<file path="config.mk">
export PLATFORM = sky130hd
export DESIGN_NAME = ptwa_cell
export DESIGN_NICKNAME = d
export VERILOG_FILES = /design/src/hw/rtl/ptwa_pkg.sv /design/src/hw/rtl/ptwa_cell.sv
export SDC_FILE = /design/constraint.sdc
export NUM_CORES = 1
export LEC_CHECK = 0
export ABC_AREA = 0
export CAP_MARGIN = 20
export CELL_PAD_IN_SITES_DETAIL_PLACEMENT = 1
export CELL_PAD_IN_SITES_GLOBAL_PLACEMENT = 1
export CORE_UTILIZATION = 30
export DETAILED_ROUTE_END_ITERATION = 8
export DONT_BUFFER_PORTS = 1
export GPL_ROUTABILITY_DRIVEN = 0
export PLACE_DENSITY_LB_ADDON = 0.1
export SLEW_MARGIN = 20
export SYNTH_ARGS = -nofsm -noshare
export SYNTH_HDL_FRONTEND = slang
export SYNTH_SLANG_ARGS = --single-unit
</file>
<file path="constraint.sdc">
create_clock -name clk -period 6.9 [get_ports clk]
set_input_delay 2.07 -clock clk [delete_from_list [all_inputs] [get_ports clk]]
set_output_delay 2.07 -clock clk [all_outputs]
set_load 0.05 [all_outputs]
</file>
<file path="src/hw/rtl/ptwa_pkg.sv">
// Shared types and constants of the peer table with aging.
package ptwa_pkg;

  localparam logic [31:0] EXPIRY_RESET = 32'd10000;

  localparam int CFG_INDEX_W = 1;
  localparam logic [CFG_INDEX_W-1:0] REG_LOCAL_ADDRESS = 1'b0;
  localparam logic [CFG_INDEX_W-1:0] REG_EXPIRY_LIMIT  = 1'b1;

  typedef enum logic [1:0] {
    CMD_SEEN   = 2'd0,
    CMD_SWEEP  = 2'd1,
    CMD_LOOKUP = 2'd2
  } cmd_t;

  typedef enum logic [2:0] {
    ST_REFRESHED = 3'd0,
    ST_ADDED     = 3'd1,
    ST_SELF      = 3'd2,
    ST_FULL      = 3'd3,
    ST_FOUND     = 3'd4,
    ST_NOT_FOUND = 3'd5,
    ST_SWEPT     = 3'd6
  } status_t;

  // Request carried down the cell row.
  typedef struct packed {
    cmd_t        cmd;
    logic [31:0] addr;
    logic [31:0] now;
    logic [3:0]  pos;
  } req_t;

  // Fixed-width part of the token passed from cell to cell.
  typedef struct packed {
    req_t        req;
    logic        hit;
    logic        free_vld;
    logic [31:0] f_addr;
    logic [31:0] f_seen;
  } tok_t;

endpackage

</file>
<file path="src/hw/rtl/ptwa_cell.sv">
// One peer slot: holds an entry and updates the token passing through it.
module ptwa_cell
  import ptwa_pkg::*;
#(
  parameter int IDX = 0,
  parameter int IW  = 4,
  parameter int CW  = 5
) (
  input  logic          clk,
  input  logic          rst,
  input  logic [31:0]   expiry_limit,
  input  logic          claim_vld,
  input  logic [IW-1:0] claim_idx,
  input  req_t          claim_req,
  input  logic          vld_in,
  input  tok_t          tok_in,
  input  logic [IW-1:0] idx_in,
  input  logic [CW-1:0] cnt_in,
  output logic          vld_out,
  output tok_t          tok_out,
  output logic [IW-1:0] idx_out,
  output logic [CW-1:0] cnt_out
);

  logic          active;
  logic [31:0]   addr_q;
  logic [31:0]   seen_q;

  tok_t          tok_next;
  logic [IW-1:0] idx_next;
  logic [CW-1:0] cnt_next;
  logic          refresh;
  logic          expire;
  logic          claim_hit;
  logic [CW+3:0] cnt_x;
  logic [CW+3:0] pos_x;

  assign claim_hit = claim_vld && (claim_idx == IW'(IDX));
  assign cnt_x     = {4'b0, cnt_in};
  assign pos_x     = {{CW{1'b0}}, tok_in.req.pos};

  always_comb begin
    tok_next = tok_in;
    idx_next = idx_in;
    cnt_next = cnt_in;
    refresh  = 1'b0;
    expire   = 1'b0;
    if (vld_in) begin
      case (tok_in.req.cmd)
        CMD_SEEN: begin
          if (active && addr_q == tok_in.req.addr && !tok_in.hit) begin
            refresh      = 1'b1;
            tok_next.hit = 1'b1;
          end else if (!active && !tok_in.free_vld) begin
            // remember the lowest free slot
            tok_next.free_vld = 1'b1;
            idx_next          = IW'(IDX);
          end
        end
        CMD_SWEEP: begin
          if (active && (tok_in.req.now - seen_q) > expiry_limit) begin
            expire   = 1'b1;
            cnt_next = cnt_in + CW'(1);
          end
        end
        CMD_LOOKUP: begin
          if (active && !tok_in.hit) begin
            if (cnt_x == pos_x) begin
              tok_next.hit    = 1'b1;
              tok_next.f_addr = addr_q;
              tok_next.f_seen = seen_q;
            end else begin
              cnt_next = cnt_in + CW'(1);
            end
          end
        end
        default: ;
      endcase
    end
  end

  always_ff @(posedge clk) begin
    if (rst) begin
      active  <= 1'b0;
      vld_out <= 1'b0;
    end else begin
      vld_out <= vld_in;
      if (claim_hit) begin
        active <= 1'b1;
      end else if (expire) begin
        active <= 1'b0;
      end
    end
  end

  always_ff @(posedge clk) begin
    tok_out <= tok_next;
    idx_out <= idx_next;
    cnt_out <= cnt_next;
    if (claim_hit) begin
      addr_q <= claim_req.addr;
      seen_q <= claim_req.now;
    end else if (refresh) begin
      seen_q <= tok_in.req.now;
    end
  end

endmodule

</file>
---- Word-level counts from Yosys, hierarchy flattened ----
Cells that the tools add are included.
operators by class
  add/sub/neg operators ................... 2
  order comparisons ....................... 1
  equal/unequal tests ..................... 4
  muxes and demuxes ....................... 30
  reductions and logical operators ........ 13
operators by type and width
  operator                                                                count
  64-bit two-way mux                                                      3
  66-bit two-way mux                                                      1
  32-bit two-way mux                                                      2
  32-bit equality test                                                    1
  32-bit > comparator                                                     1
  32-bit subtractor                                                       1
  5-bit two-way mux                                                       4
  4-bit two-way mux                                                       4
  1-bit two-way mux                                                       14
  5-bit case mux with 2 select lines                                      1
  1-bit logical AND                                                       6
  5-bit by 1-bit adder with 5-bit output (second input constant)          1
  5-bit by 4-bit equality test with 1-bit output                          1
  4-bit zero test                                                         1
  2-bit nonzero test                                                      2
  1-bit zero test                                                         3
  2-bit by 1-bit equality test with 1-bit output (second input constant)  1
  2-bit equality test (second input constant)                             1
  2-bit zero test                                                         1
  1-bit case mux with 2 select lines                                      1
storage, ports and cells
  register bits ........................... 211
  input bits .............................. 255
  output and inout port bits .............. 146
  logic and storage cells ................. 64

---- Logic depth before layout (Yosys ltp) ----
Gate-level depths: netlist of run 1.
  depth after elaboration ................. 8
  gate-level depth with buffers ........... 21
  mapped depth without buffers ............ 21

---- Worst setup path after synthesis of run 1 ----
No wires, ideal clock.
  path kind ............................... input to register
  start ................................... in tok_in[70] (netlist name)
  end ..................................... reg active
  library setup time ...................... 120 ps
  arrival time ............................ 6164 ps
  data required time ...................... 6780 ps
  slack ................................... 615 ps
  cell stages on the path ................. 21
  path buffers ............................ 0
  cell sequence ........................... inv_1 ha_1 inv_1 fa_1 a211oi_1 nor4_1 o311ai_0 a21oi_1 or3_1 a31o_1 a21oi_2 xnor2_1 ha_1 nand4_1 or3_1 nor3_1 o41a_1 nor4_2 nor2_2 and4b_1 nor3_1
on the way
  cells in the longest elaborated chain, start to end .. 7
ends and longest elaborated chain
  item                                 line             RTL
  start: declaration                   ptwa_cell.sv:16  input tok_t tok_in,
  32-bit subtractor                    ptwa_cell.sv:61  if (active && (tok_in.req.now - seen_q) > expiry_limit) begin
  32-bit > comparator                  ptwa_cell.sv:61
  1-bit logical AND                    ptwa_cell.sv:61
  1-bit two-way mux                    ptwa_cell.sv:61
  1-bit two-way mux                    ptwa_cell.sv:49  case (tok_in.req.cmd)
  1-bit two-way mux                    ptwa_cell.sv:48  if (vld_in) begin
  2-bit nonzero test (no source line)  --
  end signal: assignment               ptwa_cell.sv:84  active <= 1'b0;
  end signal: assignment               ptwa_cell.sv:89  active <= 1'b1;
  end signal: assignment               ptwa_cell.sv:91  active <= 1'b0;
  end: declaration                     ptwa_cell.sv:25  logic active;
Every way passes these cells.
A chain may end at the register's enable or synchronous reset.

---- Worst setup path after layout of run 1 ----
  start ................................... in tok_in[70] (netlist name)
  end ..................................... reg cnt_out[1]
on the way
  cells in the longest elaborated chain, start to end .. 6
ends and longest elaborated chain
  item                                line             RTL
  32-bit subtractor                   ptwa_cell.sv:61
  32-bit > comparator                 ptwa_cell.sv:61
  1-bit logical AND                   ptwa_cell.sv:61
  5-bit two-way mux                   ptwa_cell.sv:61
  5-bit case mux with 2 select lines  ptwa_cell.sv:49
  5-bit two-way mux                   ptwa_cell.sv:48
  via cnt_next[1]                     ptwa_cell.sv:31  logic [CW-1:0] cnt_next;
  end signal: assignment              ptwa_cell.sv:99  cnt_out <= cnt_next;
  end: declaration                    ptwa_cell.sv:22  output logic [CW-1:0] cnt_out
The timed path passes the listed nets, and every way through them passes these cells.

==> metrics.csv, run 1 <==
stage,metric,value,unit
clock_tree,htree depth,1,
power_and_ir_drop,static leakage power,0.00438,uW
floorplan,I/O Pins,401,
detailed_routing,DRC,0,
power_and_ir_drop,switching part of the total,0.270,
finish,Final nets,1157,
power_and_ir_drop,clock share of power,0.419,
logic_synthesis,Post-Syn Area per Cell,11.6,um^2
placed_design,I/O Buffers,0,
global_route,first-pass GRT wire length,38000,um
clock_tree,clk root buf,clkbuf_16,
clock_tree,# Post-CTS Setup Buffers,0,
worst_setup_path,CP Capture Type,flip-flop,
floorplan,core area,30700,um^2
global_route,total grt overflow,0,
sta,f_max,0.156,GHz
global_route,largest net degree at the start of global routing,44,
placed_design,DP HPWL,21200,um
worst_setup_path,CP most frequent cell,buf_4,
logic_synthesis,Post-synth EDFFs,64,
clock_tree,TritonCTS buffer count,23,
worst_setup_path,CP Max Fanout,7,
detailed_routing,total number of vias,6145,
worst_setup_path,Critical-path top delay cell,or3_1,
worst_setup_path,Critical Path RT,7340,ps
worst_setup_path,arrival time at the worst endpoint,6840,ps
logic_synthesis,"FF+latch count, synth",211,
worst_setup_path,critical path type,in2reg,
sta,"Setup violations, final",0,
detailed_routing,First DRT Iteration DRCs,230,
clock_tree,"CTS clk-pin slew, worst paths",60,ps
clock_tree,clk buf depth,3,
logic_synthesis,register area share after synthesis,0.518,
clock_tree,Sinks on Clock Net,211,
floorplan,Cell Rows,64,
detailed_routing,"antenna viol nets, final",0,
power_and_ir_drop,internal power,2240,uW
detailed_routing,Avg WL per Cell,21.2,um
status,run status,"complete, no violations",
finish,Seq. cell area,4860,um^2
logic_synthesis,post-synth top area share,0.314,
worst_setup_path,"Cell Chain, Critical Path","inv_1, ha_1, inv_1, fa_1, a211oi_1, nor4_1, o311ai_0, buf_4, a21oi_1, or3_1, a31o_1, a21oi_2, xnor2_1, ha_1, nand4_1, or3_1, buf_4, a211oi_1, nor4_2, nor2_2, buf_4, nand4_1, o211ai_1",
logic_synthesis,net count after synthesis,1135,
floorplan,die area,32000,um^2
clock_tree,hold_buf cts,0,
logic_synthesis,main area contributors after synthesis,"dfxtp_1 (31%), edfxtp_1 (20%), mux2_2 (11%)",
finish,FILL cells,3330,
sta,Worst Skew,10.0,ps
sta,"Slew Viols, Final",0,
finish,Finished Layout Cells,1246,
power_and_ir_drop,Worst VDD drop,0.192,mV
floorplan,Die Height,179,um
clock_tree,PostCTS Resize Cnt,0,
sta,Final period util,0.927,
finish,Area Overhead vs Synth,14.2,%
floorplan,Initial Utilization,0.306,
placed_design,Cells after DPL,1205,
power_and_ir_drop,power density over the cells,286,nW/um^2
power_and_ir_drop,part of the power in combinational logic,0.084,
logic_synthesis,Yosys cell types,66,
global_route,vias in the first global route,6742,
detailed_routing,DRT Pass-1 Iters,4,
global_route,GRT Total Usage,0.156,
logic_synthesis,Ys Warns,0,
power_and_ir_drop,Sw Pwr,828,uW
sta,worst slew pin tran,723,ps
detailed_routing,via/cell ratio,4.93,
logic_synthesis,"area leader, netlist",dfxtp_1,
clock_tree,CTS tree,done,
power_and_ir_drop,Power Total,3060,uW
sta,Slew Limit Headroom,0.514,
run,max-cap viol count,0,
floorplan,chip width,179,um
hold_path,Hold Crit Class,reg2reg,
clock_tree,clk_lat worst skew,530,ps
logic_synthesis,ys async rst share,0,
worst_setup_path,CP peak stage delay,440,ps
power_and_ir_drop,Seq pwr share,0.497,
detailed_routing,final wirelength,26400,um
logic_synthesis,Mapped Area,9390,um^2
finish,share of cells above drive strength 1,0.179,
global_route,initial antenna violation count,1,
logic_synthesis,synthesized instance count,812,
finish,n_diodes,0,
sta,final hold viol count,0,
sta,RSZ-0062 raised after global routing,no,
worst_setup_path,startpoint types,input pin,
finish,multi-input logic area,4180,um^2
logic_synthesis,Synth Flop Type,dfxtp_1,
sta,fin crit period,6400,ps
-- critical path, delay by kind of cell --
family	cells	cell delay, ps
XOR/XNOR	1	80
AO/OA/AOI/OAI	7	1540
AND/OR/NAND/NOR	7	1660
buffers and inverters	5	650
adder cells (fa/ha/maj)	3	830
-- layer usage --
| metal | routed length (um) | vias up | part of all wire | GRT usage |
|---|---|---|---|---|
| met1 | 9440 | 2932 | 0.36 | 0.158 |
| met3 | 2370 | 32 | 0.090 | 0.0509 |
| li1 | - | 2928 | - | - |
| met5 | 13 | - | 0.00049 | 0 |
| met2 | 13900 | 251 | 0.53 | 0.300 |
| met4 | 630 | 2 | 0.024 | 0.0445 |
-- registers in the layout (all words and copies together) (netlist names) --
signal,cells
addr_q,32
cnt_out,5
tok_out,136
seen_q,32
vld_out,1
idx_out,4
active,1
-- through the flow --
| stage | instance area, um^2 | setup TNS [ps] | hold slack, ps | setup WS [ps] | utilization |
|---|---|---|---|---|---|
| after floorplan | 9390 | 0 | 459 | 615 | - |
| after global placement | 9920 | -85.1 | 474 | -50.1 | 0.323 |
| after detailed placement | 9920 | -254 | 475 | -94.1 | 0.323 |
| after CTS | 10700 | 0 | 489 | 463 | 0.350 |
| after global routing | 10700 | 0 | 515 | 8.51 | 0.350 |
| final | 10700 | 0 | 484 | 500 | 0.350 |
-- worst paths after layout --
path | start | slack (ps) | to | cells after the start
worst max-delay path | tok_in[70] | 500 | cnt_out[1] | 23
worst min-delay path | seen_q[12] | 480 | tok_out[12] | 1
worst max register to register | seen_q[0] | 1630 | cnt_out[1] | 22
worst min register to register | seen_q[12] | 480 | tok_out[12] | 1
-- layout make-up --
class	count	area share
clock buffer	35	0.0656
inverter	80	0.0280
timing repair buffer	10	0.00700
clock inverter	6	0.00899
multi-input combinational	508	0.390
sequential	211	0.454
tap	396	0.0462
-- synth_stat cells (2+ instances only) --
cell	number
dfxtp_1	147
mux2_2	92
inv_1	80
ha_1	67
edfxtp_1	64
a21oi_1	34
xor2_1	33
nor2_1	30
nand2_1	27
xnor2_1	27
o21ai_0	22
a21o_1	21
nand3_1	13
nor3_1	13
a211oi_1	12
nand4_1	11
nor2b_1	11
nor4_1	10
o21a_1	9
buf_2	6
clkbuf_1	6
and2_1	5
and3_1	5
or3_1	5
nand2b_1	4
o211ai_1	4
o31ai_1	4
mux2_1	3
o21bai_1	3
o31a_1	3
a22oi_1	2
and3_2	2
o2111a_1	2
o41a_1	2
or2_2	2
-- placed cells by master (no fill, tap or decap), types with 3 or more instances in the layout --
master     instances
a211oi_1          12
a21o_1            21
a21oi_1           34
and2_1             4
and3_1             5
buf_4             10
clkbuf_1           6
clkbuf_16         25
clkbuf_8           4
dfxtp_1          147
edfxtp_1          64
ha_1              67
inv_1             80
mux2_1             3
mux2_2            92
nand2_1           27
nand2b_1           4
nand3_1           13
nand4_1           11
nor2_1            30
nor2b_1           11
nor3_1            13
nor4_1            10
o211ai_1           4
o21a_1             9
o21ai_0           22
o31a_1             3
o31ai_1            4
or3_1              5
xnor2_1           27
xor2_1            33
-- power groups by stage --
stage / Combinational, uW / Clock, uW / Sequential (uW)
after floorplan: 202 / 0 / 1540
after detailed placement: 262 / 0 / 1550
after global routing: 296 / 1370 / 1530
after CTS: 265 / 1330 / 1520
final: 259 / 1280 / 1520
after global placement: 256 / 0 / 1550
-- logic make-up (layout without fill, tap and decap cells) --
kind of cell             after synthesis  count (layout)  synth area share
buffers and inverters                 93             131            0.0380
flip-flops                           211             211             0.518
AND/OR/NAND/NOR                      147             147            0.0816
AO/OA/AOI/OAI                        137             137            0.0996
adder cells (fa/ha/maj)               68              68            0.0915
multiplexers                          96              96             0.115
XOR/XNOR                              60              60            0.0560
(Power assumes the default switching activity.)
==> run 2, diff against run 1 <==
Settings changed: ABC_AREA 0 to not set, ABC_CLOCK_PERIOD_IN_PS set to 6900, MAX_ROUTING_LAYER set to met4.
==> run 2 against run 1 <==
Sequential cell count is the same. Fmax shrank 1.0%. Highest routed layer is now met4. Clock-buffer cell count is the same. Sequential power about the same. Sequential share of layout area fell by 0.12 points. Final area grew 0.26%. Critical path type unchanged. Non-clock buffer count grew 3. Die area unchanged. First-iteration DRC count is 15% lower. Cell count rose by 0.40%. Critical path depth did not move. Via count rose by 0.21%.
==> metrics.csv, run 2 (synthesis gave the netlist of run 1 again) <==
stage,metric,value,unit,change
worst_setup_path,R2R setup slack,1560,ps,was 1630 ps
sta,fin crit period,6460,ps,was 6400 ps
sta,Final period util,0.937,,was 0.927
placed_design,DP HPWL,21200,um,unchanged
finish,max FFs per register,136,,unchanged
clock_tree,clk buf depth,3,,unchanged
worst_setup_path,arrival time at the worst endpoint,6910,ps,was 6840 ps
hold_path,Hold Crit Start,seen_q[12],,unchanged
placed_design,"Cell Area, Placed",9920,um^2,unchanged
worst_setup_path,CP most frequent cell,buf_4,,unchanged
finish,Reg with most FFs,tok_out,,unchanged
detailed_routing,"antenna viol nets, final",0,,unchanged
clock_tree,"CTS clk-pin slew, worst paths",60,ps,about the same
worst_setup_path,CP peak stage delay,440,ps,about the same
finish,multi-input logic area,4180,um^2,unchanged
finish,Final nets,1160,,was 1157
finish,Seq. cell area,4860,um^2,unchanged
power_and_ir_drop,Power Total,3060,uW,about the same
run,max-cap viol count,0,,unchanged
sta,f_max,0.155,GHz,was 0.156 GHz
global_route,GRT Total Usage,0.161,,was 0.156
global_route,first-pass GRT wire length,38100,um,was 38000 um
power_and_ir_drop,static leakage power,0.00439,uW,was 0.00438 uW
worst_setup_path,CP Max Fanout,6,,was 7
finish,FILL cells,3332,,was 3330
finish,final design area excluding fillers,10700,um^2,about the same
detailed_routing,DRC,0,,unchanged
worst_setup_path,"Cell Chain, Critical Path","inv_1, ha_1, inv_1, fa_1, a211oi_1, nor4_1, o311ai_0, buf_4, a21oi_1, or3_1, a31o_1, a21oi_2, xnor2_1, ha_1, nand4_1, or3_1, buf_4, o31ai_2, buf_4, nor2_2, buf_4, o2111a_1, nor3b_1",,"was inv_1, ha_1, inv_1, fa_1, a211oi_1, nor4_1, o311ai_0, buf_4, a21oi_1, or3_1, a31o_1, a21oi_2, xnor2_1, ha_1, nand4_1, or3_1, buf_4, a211oi_1, nor4_2, nor2_2, buf_4, nand4_1, o211ai_1"
global_route,vias in the first global route,6743,,was 6742
worst_setup_path,CP Capture Type,flip-flop,,unchanged
global_route,initial antenna violation count,1,,unchanged
floorplan,Initial Utilization,0.306,,unchanged
hold_path,WHS Path Cells,1,,unchanged
floorplan,Cell Rows,64,,unchanged
worst_setup_path,reg2reg path depth,22,,unchanged
detailed_routing,Avg WL per Cell,21.1,um,was 21.2 um
detailed_routing,First DRT Iteration DRCs,196,,was 230
worst_setup_path,reg2reg end,cnt_out[4],,was cnt_out[1]
finish,share of cells above drive strength 1,0.182,,was 0.179
finish,highest-count cells in the layout ignoring fill and taps,"dfxtp_1 (147), mux2_2 (92), inv_1 (80)",,unchanged
floorplan,die area,32000,um^2,unchanged
worst_setup_path,CP bufs+invs,6,,was 5
sta,Worst Skew,7.20,ps,was 10.0 ps
finish,"most common cell after layout, fill and taps aside",dfxtp_1,,unchanged
detailed_routing,final wirelength,26400,um,about the same
sta,Slew Limit Headroom,0.516,,was 0.514
global_route,total grt overflow,0,,unchanged
sta,RSZ-0062 raised after global routing,no,,unchanged
worst_setup_path,"delay-heaviest family, CP",compound AO/OA/AOI/OAI gates,,was simple AND/OR/NAND/NOR gates
hold_path,hold endpoint,tok_out[12],,unchanged
floorplan,chip width,179,um,unchanged
finish,biggest regs,"tok_out x136, addr_q x32, seen_q x32",,unchanged
floorplan,Die Height,179,um,unchanged
power_and_ir_drop,Worst VDD drop,0.192,mV,about the same
clock_tree,htree depth,1,,unchanged
finish,Area Overhead vs Synth,14.5,%,was 14.2%
worst_setup_path,startpoint types,input pin,,unchanged
worst_setup_path,Worst R2R Start,seen_q[0],,unchanged
clock_tree,TritonCTS buffer count,23,,unchanged
floorplan,core area,30700,um^2,unchanged
sta,worst slew pin tran,720,ps,was 723 ps
clock_tree,CTS tree,done,,unchanged
status,run status,"complete, no violations",,unchanged
clock_tree,clk root buf,clkbuf_16,,unchanged
sta,final hold viol count,0,,unchanged
power_and_ir_drop,power density over the cells,285,nW/um^2,was 286 nW/um^2
detailed_routing,via/cell ratio,4.92,,was 4.93
clock_tree,clk_lat worst skew,520,ps,was 530 ps
detailed_routing,total number of vias,6158,,was 6145
clock_tree,Sinks on Clock Net,211,,unchanged
worst_setup_path,Critical-path top delay cell,or3_1,,unchanged
global_route,largest net degree at the start of global routing,44,,unchanged
hold_path,Hold Crit Class,reg2reg,,unchanged
floorplan,I/O Pins,401,,unchanged
worst_setup_path,Critical Path RT,7340,ps,about the same
sta,"Setup violations, final",0,,unchanged
detailed_routing,DRT Pass-1 Iters,4,,unchanged
sta,"Slew Viols, Final",0,,unchanged
worst_setup_path,critical path type,in2reg,,unchanged
placed_design,I/O Buffers,0,,unchanged
[run 2: where the power goes]
group          internal (uW)  total, uW  switching, uW
logic                    123        259            136
clock network            781       1280            501
registers               1330       1520            189
[run 2: worst register-to-register path: stages, from the launching register on]
cell      delay [ps]
edfxtp_1         440
ha_1             210
inv_1             60
fa_1             390
a211oi_1         360
nor4_1           170
o311ai_0         360
buf_4            190
a21oi_1           90
or3_1            420
a31o_1           240
a21oi_2          140
xnor2_1           80
ha_1             270
nand4_1          120
or3_1            440
buf_4            160
o31ai_2          280
buf_4            190
nor2_2            70
buf_4            180
o2111a_1         220
nor3b_1          190
[run 2: worst max path at each step]
stage / startpoint / to / slack (ps) / cells after the start
3_3_place_gp: tok_in[70] / cnt_out[4] / -50 / 22
2_1_floorplan: tok_in[70] / active / 620 / 21
4_1_cts: tok_in[70] / cnt_out[1] / 460 / 23
5_1_grt: tok_in[70] / cnt_out[4] / 50 / 23
6_report: tok_in[70] / cnt_out[4] / 440 / 23
3_5_place_dp: tok_in[70] / cnt_out[1] / -90 / 23
[run 2: layout make-up]
class                   count  share of cell area
diodes                      2            0.000466
clock buffers              35              0.0654
clock inverters             6             0.00896
inverters                  80              0.0279
multi-input cells         508               0.389
flip-flops and latches    211               0.453
well taps                 396              0.0461
repair buffers             13             0.00908
[run 2: per-layer routing]
layer	global-route usage	vias up	share of wire
met2	0.300	245	0.53
li1	-	2938	-
met4	0.0445	0	0.024
met1	0.162	2937	0.37
met3	0.0462	38	0.083
met5	-	-	0
[run 2: stage by stage]
step,worst slack (ps),instances,TNS (ps),hold slack [ps],util
detailed placement,-94.1,1205,-254,475,0.323
floorplan,615,812,0,459,-
CTS,463,1246,0,489,0.350
global route,45.7,1250,0,515,0.350
global placement,-50.1,1205,-85.1,474,0.323
finish,435,1251,0,484,0.350
[run 2: timing repair]
| item | CTS | global route |
|---|---|---|
| gates resized for setup | 0 | 0 |
| buffers inserted | 0 | 3 |
| endpoints found under the setup margin | 0 | 1 |
| hold buffers | 0 | 0 |
==> run 3, diff against run 2 <==
Settings changed: GPL_TIMING_DRIVEN set to 0.
==> run 3 against run 2 <==
Sequential share of layout area is 0.27 points higher. Register-to-register slack worse by 130 ps. Fmax is 2.5% lower. Wire length is 3.4% higher. Sequential cell count stayed put. Critical path depth is 4 lower. Via count is 0.39% higher. First-iteration DRC count is 30% lower. Clock power is 9% lower.
==> metrics.csv, run 3 (synthesis gave the netlist of run 1 again) <==
stage,metric,value,unit,change
status,run status,"complete, no violations",,unchanged
power_and_ir_drop,Worst VDD drop,0.201,mV,was 0.192 mV
run,max-cap viol count,0,,unchanged
finish,biggest regs,"tok_out x136, addr_q x32, seen_q x32",,unchanged
placed_design,pre-CTS WS,-1040,ps,was -94.1 ps
sta,Slew Limit Headroom,0.438,,was 0.516
power_and_ir_drop,Power Total,2940,uW,was 3060 uW
finish,Reg with most FFs,tok_out,,unchanged
floorplan,core area,30700,um^2,unchanged
global_route,initial antenna violation count,3,,was 1
clock_tree,Sinks on Clock Net,211,,unchanged
detailed_routing,DRC,0,,unchanged
finish,Final nets,1162,,was 1160
finish,Layout Utilization,0.348,,was 0.350
clock_tree,TritonCTS buffer count,23,,unchanged
clock_tree,# Post-CTS Setup Buffers,0,,unchanged
worst_setup_path,CP Capture Type,flip-flop,,unchanged
sta,"Setup violations, final",0,,unchanged
sta,final setup margin,266,ps,was 435 ps
sta,fin crit period,6630,ps,was 6460 ps
floorplan,Cell Rows,64,,unchanged
power_and_ir_drop,static leakage power,0.00435,uW,was 0.00439 uW
finish,max FFs per register,136,,unchanged
power_and_ir_drop,power density over the cells,275,nW/um^2,was 285 nW/um^2
worst_setup_path,CP Max Fanout,8,,was 6
global_route,GRT Total Usage,0.165,,was 0.161
detailed_routing,DRT Pass-1 Iters,4,,unchanged
floorplan,chip width,179,um,unchanged
global_route,vias in the first global route,6807,,was 6743
finish,multi-input logic area,4200,um^2,was 4180 um^2
global_route,first-pass GRT wire length,38700,um,was 38100 um
finish,highest-count cells in the layout ignoring fill and taps,"dfxtp_1 (147), mux2_2 (92), inv_1 (80)",,unchanged
finish,FILL cells,3382,,was 3332
finish,Area Overhead vs Synth,13.8,%,was 14.5%
sta,Final period util,0.961,,was 0.937
sta,WHS,502,ps,was 484 ps
worst_setup_path,arrival time at the worst endpoint,7020,ps,was 6910 ps
hold_path,Hold Crit Class,reg2reg,,unchanged
floorplan,die area,32000,um^2,unchanged
worst_setup_path,startpoint types,input pin,,unchanged
sta,RSZ-0062 raised after global routing,no,,unchanged
clock_tree,CTS tree,done,,unchanged
sta,Worst Skew,12.6,ps,was 7.20 ps
clock_tree,hold_buf cts,0,,unchanged
detailed_routing,"antenna viol nets, final",0,,unchanged
global_route,total grt overflow,0,,unchanged
floorplan,Initial Utilization,0.306,,unchanged
sta,final hold viol count,0,,unchanged
placed_design,DP HPWL,22200,um,was 21200 um
sta,"Slew Viols, Final",0,,unchanged
finish,"most common cell after layout, fill and taps aside",dfxtp_1,,unchanged
detailed_routing,via/cell ratio,4.93,,was 4.92
detailed_routing,final wirelength,27300,um,was 26400 um
detailed_routing,total number of vias,6182,,was 6158
worst_setup_path,critical path type,in2reg,,unchanged
floorplan,I/O Pins,401,,unchanged
floorplan,Die Height,179,um,unchanged
finish,share of cells above drive strength 1,0.172,,was 0.182
clock_tree,clk buf depth,3,,unchanged
clock_tree,"CTS clk-pin slew, worst paths",60,ps,about the same
clock_tree,htree depth,1,,unchanged
placed_design,I/O Buffers,0,,unchanged
sta,worst slew pin tran,836,ps,was 720 ps
global_route,largest net degree at the start of global routing,25,,was 44
detailed_routing,First DRT Iteration DRCs,137,,was 196
sta,setup TNS,0,ps,unchanged
clock_tree,clk_lat worst skew,530,ps,was 520 ps
clock_tree,clk root buf,clkbuf_16,,unchanged
sta,f_max,0.151,GHz,was 0.155 GHz
detailed_routing,Avg WL per Cell,21.8,um,was 21.1 um
finish,Seq. cell area,4860,um^2,unchanged
worst_setup_path,Critical Path RT,7290,ps,was 7340 ps
-- run 3: worst paths after layout --
kind / cells past startpoint / start / endpoint / slack, ps
setup reg to reg: 18 / seen_q[0] / cnt_out[4] / 1430
hold / removal: 1 / seen_q[12] / tok_out[12] / 500
setup / recovery: 19 / tok_in[70] / cnt_out[4] / 270
hold reg to reg: 1 / seen_q[12] / tok_out[12] / 500
-- run 3: what timing repair did --
action	in CTS	in global routing
resized for setup	3	1
endpoints found under the hold margin	0	0
endpoints found under the setup margin	6	5
pin swaps	0	2
-- run 3: metal layers --
layer / vias to the layer above / track usage / routed length [um]
li1: 2955 / - / -
met1: 2914 / 0.166 / 10100
met2: 265 / 0.298 / 13900
met3: 48 / 0.0526 / 2440
met4: 0 / 0.0579 / 929
met5: - / - / 0
-- run 3: cell type report --
| class | count | area share |
|---|---|---|
| Multi-Input combinational cell | 508 | 0.393 |
| Tap cell | 396 | 0.0464 |
| Clock inverter | 5 | 0.00363 |
| Antenna cell | 3 | 0.000703 |
| Timing Repair Buffer | 2 | 0.00445 |
| Clock buffer | 37 | 0.0625 |
| Buffer | 13 | 0.00539 |
| Inverter | 80 | 0.0281 |
| Sequential cell | 211 | 0.455 |
-- run 3: through the flow --
step / instances / cell area [um^2]
after floorplan: 812 / 9390
after global placement: 1208 / 9880
after detailed placement: 1210 / 9950
after CTS: 1252 / 10700
after global routing: 1255 / 10700
final: 1255 / 10700
-- run 3: critical path, stage by stage --
cell and delay (ps):
inv_1 60, ha_1 170, inv_1 60, fa_1 410, a211oi_1 360, nor4_1 190
o311ai_2 430, a21oi_1 180, or3_1 440, a31o_1 240, a21oi_2 150, xnor2_1 80
ha_1 270, nand4_1 130, or3_1 500, o31ai_2 530, nor2_4 120, o2111a_1 260
nor3b_1 350
-- run 3: report_power, final --
part	leakage (uW)	internal [uW]	total (uW)	switching, uW
Sequential	0.00182	1330	1520	189
Clock	0.000347	665	1160	492
Combinational	0.00218	124	264	140
Total	0.00435	2120	2940	821
